## src/rtl/pivr_pkg.sv

```systemverilog
`timescale 1ns / 1ps

package pivr_pkg;

  // Field widths
  localparam int VoltW   = 32;                 // Q16.16 voltages and outputs
  localparam int ErrW    = VoltW + 1;          // Q17.16 error
  localparam int GainW   = 31;                 // Q15.16 unsigned gains
  localparam int StepW   = 32;                 // Q0.32 time step
  localparam int IntW    = 48;                 // Q16.32 integral
  localparam int LimW    = 47;                 // integral bound
  localparam int CfgDataW = 47;
  localparam int CfgIdxW  = 3;
  localparam int HalfIntW = IntW / 2;

  // Shared multiplier: signed ErrW x unsigned 32 bits
  localparam int MulBW   = 32;
  localparam int ProdW   = ErrW + MulBW;       // kept product width
  localparam int PartW   = HalfIntW + GainW;   // integral partial product width

  // Configuration register indexes
  localparam logic [CfgIdxW-1:0] CFG_VREF = 3'd0;
  localparam logic [CfgIdxW-1:0] CFG_STEP = 3'd1;
  localparam logic [CfgIdxW-1:0] CFG_KP   = 3'd2;
  localparam logic [CfgIdxW-1:0] CFG_KI   = 3'd3;
  localparam logic [CfgIdxW-1:0] CFG_LIM  = 3'd4;
  localparam logic [CfgIdxW-1:0] CFG_OMIN = 3'd5;
  localparam logic [CfgIdxW-1:0] CFG_OMAX = 3'd6;

  // Multiplier operand selection
  localparam logic [1:0] MUL_STEP   = 2'd0;  // error * time step
  localparam logic [1:0] MUL_KP     = 2'd1;  // error * kp
  localparam logic [1:0] MUL_INT_HI = 2'd2;  // integral upper half * ki
  localparam logic [1:0] MUL_INT_LO = 2'd3;  // integral lower half * ki

  // Controller to datapath commands
  typedef struct packed {
    logic       load_err;
    logic [1:0] mul_sel;
    logic       upd_int;
    logic       cap_p;
    logic       cap_hi;
    logic       sum_i;
    logic       load_out;
  } pivr_cmd_t;

endpackage

```

## src/rtl/pivr_ctrl.sv

```systemverilog
`timescale 1ns / 1ps

module pivr_ctrl
  import pivr_pkg::*;
(
  input  logic       clk,
  input  logic       rst_n,
  input  logic       in_valid,
  output logic       in_stall,
  output logic       out_valid,
  input  logic       out_stall,
  output pivr_cmd_t  cmd
);

  localparam logic [2:0] S_IDLE  = 3'd0;
  localparam logic [2:0] S_M1    = 3'd1;
  localparam logic [2:0] S_M2    = 3'd2;
  localparam logic [2:0] S_M3    = 3'd3;
  localparam logic [2:0] S_M4    = 3'd4;
  localparam logic [2:0] S_SUM   = 3'd5;
  localparam logic [2:0] S_CLAMP = 3'd6;

  logic [2:0] state_r, state_nxt;
  logic       out_valid_r, out_valid_nxt;
  logic       out_free;

  assign in_stall  = (state_r != S_IDLE);
  assign out_valid = out_valid_r;
  assign out_free  = !out_valid_r || !out_stall;

  // Sequencer: one item walks through the shared multiplier four times
  always_comb begin
    state_nxt = state_r;
    cmd       = '0;
    cmd.mul_sel = MUL_STEP;
    case (state_r)
      S_IDLE: begin
        if (in_valid) begin
          cmd.load_err = 1'b1;
          state_nxt    = S_M1;
        end
      end
      S_M1: begin
        cmd.mul_sel = MUL_STEP;
        state_nxt   = S_M2;
      end
      S_M2: begin
        cmd.mul_sel = MUL_KP;
        cmd.upd_int = 1'b1;
        state_nxt   = S_M3;
      end
      S_M3: begin
        cmd.mul_sel = MUL_INT_HI;
        cmd.cap_p   = 1'b1;
        state_nxt   = S_M4;
      end
      S_M4: begin
        cmd.mul_sel = MUL_INT_LO;
        cmd.cap_hi  = 1'b1;
        state_nxt   = S_SUM;
      end
      S_SUM: begin
        cmd.sum_i = 1'b1;
        state_nxt = S_CLAMP;
      end
      S_CLAMP: begin
        // wait here until the output register can take the result
        if (out_free) begin
          cmd.load_out = 1'b1;
          state_nxt    = S_IDLE;
        end
      end
      default: begin
        state_nxt = S_IDLE;
      end
    endcase
  end

  // Output register occupancy
  always_comb begin
    out_valid_nxt = (out_valid_r && out_stall) || cmd.load_out;
  end

  always_ff @(posedge clk) begin
    if (!rst_n) begin
      state_r     <= S_IDLE;
      out_valid_r <= 1'b0;
    end else begin
      state_r     <= state_nxt;
      out_valid_r <= out_valid_nxt;
    end
  end

endmodule

```

## config.mk

```make
export PLATFORM = sky130hd
export DESIGN_NAME = pivr_ctrl
export DESIGN_NICKNAME = d
export VERILOG_FILES = /design/src/rtl/pivr_pkg.sv /design/src/rtl/pivr_ctrl.sv
export SDC_FILE = /design/constraint.sdc
export NUM_CORES = 1
export LEC_CHECK = 0
export BUFFER_PORTS_ARGS = -buffer_cell sky130_fd_sc_hd__clkbuf_2
export CAP_MARGIN = 5
export CORE_AREA = 8 8 45 47
export CTS_BUF_LIST = sky130_fd_sc_hd__clkbuf_16
export DETAILED_ROUTE_END_ITERATION = 7
export DIE_AREA = 0 0 53 55
export PLACE_DENSITY = 0.43
export SLEW_MARGIN = 10
export SYNTH_ARGS = -nofsm -noshare
export SYNTH_HDL_FRONTEND = slang
export SYNTH_SLANG_ARGS = --single-unit
```

## constraint.sdc

```tcl
create_clock -name clk -period 1.3 [get_ports clk]
set_clock_uncertainty 0.2 [all_clocks]
set_input_delay 0.13 -clock clk [delete_from_list [all_inputs] [get_ports clk]]
set_output_delay 0.13 -clock clk [all_outputs]
set_load 0.01 [all_outputs]
```

# Word level (Yosys, flattened, before mapping)
# Cells that the tools add are included.
word_totals:
  regBits: 4
  out_inout_bits: 10
  word_cells: 30
classes:
  eq_ne: 8
  mux: 12
  reduce_logical: 8
op_table:
  columns: ["op", "n"]
  rows:
  - ["one-hot mux 3 bit (7 select lines)", 1]
  - ["== test 3 bit, second input constant", 3]
  - ["2-to-1 mux 1 bit", 8]
  - ["== test 3 x 2 -> 1 bit, second input constant", 2]
  - ["2-to-1 mux 3 bit", 2]
  - ["one-hot mux 2 bit (3 select lines)", 1]
  - ["inequality test 2 bit, second input constant", 2]
  - ["== test 3 x 1 -> 1 bit, second input constant", 1]
  - ["zero test 3 bit", 1]
  - ["nonzero test 3 bit", 1]
  - ["zero test 1 bit", 2]
  - ["logical OR 1 bit", 2]
  - ["AND reduction 2 bit", 1]
  - ["logical AND 1 bit", 1]

# Longest topological paths before layout
logic_depth:
  ltp_word: 5
  ltp_mapped: 3
  ltp_nobuf: 2

# Worst setup path before layout
# Ideal clock, no wire load.
synth_timing:
  kind: "register -> output"
  startpoint: "register state_r[0]"
  endpoint: "output port cmd[7] in the netlist's numbering"
  arrival_time_ns: 0.897
  required_time_ns: 0.970
  path_slack_ns: 0.073
  stages_incl_launch_ff: 3
  path_cell_list: "dfxtp_1 -> or3_1 -> nor2_1"
synth_rtl:
  columns: ["item", "line", "text"]
  rows:
  - ["start: declaration", "pivr_ctrl.sv:23", "logic [2:0] state_r, state_nxt;"]
  - ["start signal: assignment", "pivr_ctrl.sv:89", "state_r <= state_nxt;"]
  - ["end: declaration", "pivr_ctrl.sv:12", "output pivr_cmd_t cmd"]

==> results.md <==
* Starting Density at 0.182
* Largest net degree at the start of global routing at 9
* Final setup fails at 9
* Synth cell count leaders: dfxtp_1, nor2_1, a21oi_1, inv_1
* P&R area growth vs syn at 131%
* Crit path from: state_r[0]
* Multi-input logic area at 169 um2
* Asr flop ratio synth at 0
* Crit-path max FO at 5
* Least-Margin Pin Slew at 291 ps
* Hpwl dp at 552 um
* CTS Sinks at 4
* Utilization after layout at 0.420
* Avg Inst Size Synth at 7.86 um2
* CP Data Required Time at roughly 970 ps
* Final worst path period need at approximately 1500 ps
* Synth top area share at 0.318
* First-pass GRT wire length at 1.37 mm
* Synth warn at 0
* Drt initial violations at 10
* Worst-skew pair later-pin latency at 230 ps
* Min-delay worst type: input pin to flop
* Crit path kind: flop to primary output
* Tcrit/Tclk final at 1.14
* RSZ-0062 raised after global routing: yes
* Max-cap viol count at 0
* Total Wirelength at around 880 um
* Storage cell area at just over 90 um2
* Via/cell ratio at 4.51
* Relative slew slack at 0.806
* Cell taking the most area after synthesis: dfxtp_1
* Core box area at 0.00138 mm2
* Top post-synthesis cells by area: dfxtp_1, a311oi_1, xnor2_1
* Syn Inst Count at 32
* Worst slack, placed at -40.4 ps
* Post-route worst setup slack at -178 ps
* Die height at 55 um
* F_max at 677 MHz
* Post-synth EDFFs at 0
* Crit. End Element: primary output
* Grt total ovfl at 0
* Post-route ant nets at 0
* Diodes inserted at 0
* Inserted Clock Buffers at 3
* Register area share after synthesis at 0.318
* DIE WIDTH at 53 um
* Peak supply drop at 0.000680 V
* Fillers at 145
* Mapped cell area at 251 um2
* Leak Pwr at between 0.2 and 0.3 nW
* Port Buffers at 13
* Nets at 67
* Drt pass-1 iters at 4
* PwrDens at around 1500 mW/mm2
* CTS H-tree depth at 1
* Total nets after synthesis at 36
* Outcome: finished with violations
* Gpl congestion at 0.701
* Total GRT Usage at 0.0672
* Setup crit start kind: flop
* Clock root cell: clkbuf_16
* Final hold violation count at 0
* Flop and latch count out of synthesis at 4
* Drc violations at 0
* Critical R2R Launch: state_r[0]
* Vias in the first global route at 318
* Slew Viols, Final at 0
* Clock slew at reported path FFs at 30 ps
* Synth Flop Type: dfxtp_1
* CTS max path bufs at 2
* Die area at 0.00292 mm2
* Core Rows at 14
* Hold_sp: out_stall
* Wirelength per Cell at 11.5 um
* IO Count at 14
* Failing checks: negative setup slack
* CTS tree: built
* Post-synth cell types at 17
* Initial antenna violation count at 0
* Critical path arrival at 1150 ps
* Vias at ~350
* Share of cells above drive strength 1 at 0.639
## power by group
part / switching [mW] / total, mW / internal (mW)
registers: 0.0178 / 0.153 / 0.135
logic: 0.0853 / 0.216 / 0.130
clock network: 0.0901 / 0.483 / 0.393
total: 0.193 / 0.852 / 0.659
## cells in the final DEF (no fill, tap or decap)
| cell | instances |
|---|---|
| nor2_1 | 2 |
| a311oi_1 | 2 |
| dlygate4sd3_1 | 2 |
| nor3b_2 | 2 |
| a21oi_1 | 3 |
| dfxtp_4 | 3 |
| nor2_2 | 1 |
| or3_4 | 1 |
| clkbuf_16 | 3 |
| nand3b_1 | 2 |
| dfxtp_1 | 1 |
| nor2_4 | 1 |
| a2111oi_1 | 1 |
| or2b_1 | 1 |
| nor3_1 | 1 |
| inv_1 | 3 |
| xnor2_1 | 2 |
| buf_4 | 9 |
| buf_6 | 6 |
| buf_2 | 7 |
| clkbuf_2 | 5 |
| o22ai_2 | 1 |
| nand2_1 | 2 |
## metrics by stage
step | setup TNS (ps) | instance area (um2) | hold WS (ps) | cells | total power [mW]
after floorplan | 0 | 251 | 88.2 | 32 | 0.234
after global placement | -20.6 | 373 | 230 | 66 | 0.298
after detailed placement | -40.4 | 373 | 226 | 66 | 0.299
after CTS | -1190 | 564 | 0.0647 | 77 | 0.859
after global routing | -1450 | 582 | 27.6 | 77 | 0.889
final | -1000 | 582 | 3.27 | 77 | 0.852
## cell type report
cell class,count,area share
clock buffer,3,0.129
inverter,3,0.0194
multi-input combinational,22,0.290
timing repair buffer,29,0.370
tap,16,0.0344
sequential,4,0.157
## cell families (layout without fill, tap and decap cells)
| logic type | after synthesis | after routing | share of synthesized area |
|---|---|---|---|
| DFF | 4 | 4 | 0.318 |
| AOI/OAI and AO/OA | 7 | 7 | 0.189 |
| buffers and inverters | 6 | 35 | 0.139 |
| xor gates and xnor gates | 2 | 2 | 0.0697 |
| and+or+nand+nor | 13 | 13 | 0.284 |
## path summary, 6_finish.rpt
kind / end / slack (ps) / depth (start not counted)
max reg2reg: state_r[1] / 0 / 5
max: cmd[7] / -180 / 3
min: state_r[2] / 3 / 3
min reg2reg: state_r[2] / 340 / 2
## sequential cells by signal, summed over array words and instances, names as in the netlist
name	count
out_valid	1
state_r	3
## critical path, cell delays in order, from the launching register on
cell	delay (ps)
dfxtp_4	340
or3_4	380
nor2_2	70
buf_2	120
## metal layers
layer	vias to the layer above	GRT usage	routed length, um
met5	-	0	0
met4	0	0.0388	10
met3	2	0.0481	122
met2	20	0.0918	386
met1	156	0.0745	364
li1	169	-	-
## what timing repair did
action | in CTS | in global routing
pin swaps | 6 | 1
hold buffers | 2 | 0
gates resized for setup | 15 | 13
endpoints found under the setup margin | 9 | 11
setup buffers | 6 | 0
hold endpoints to repair | 2 | 0
No activity file was read; power rests on OpenSTA's default activity.
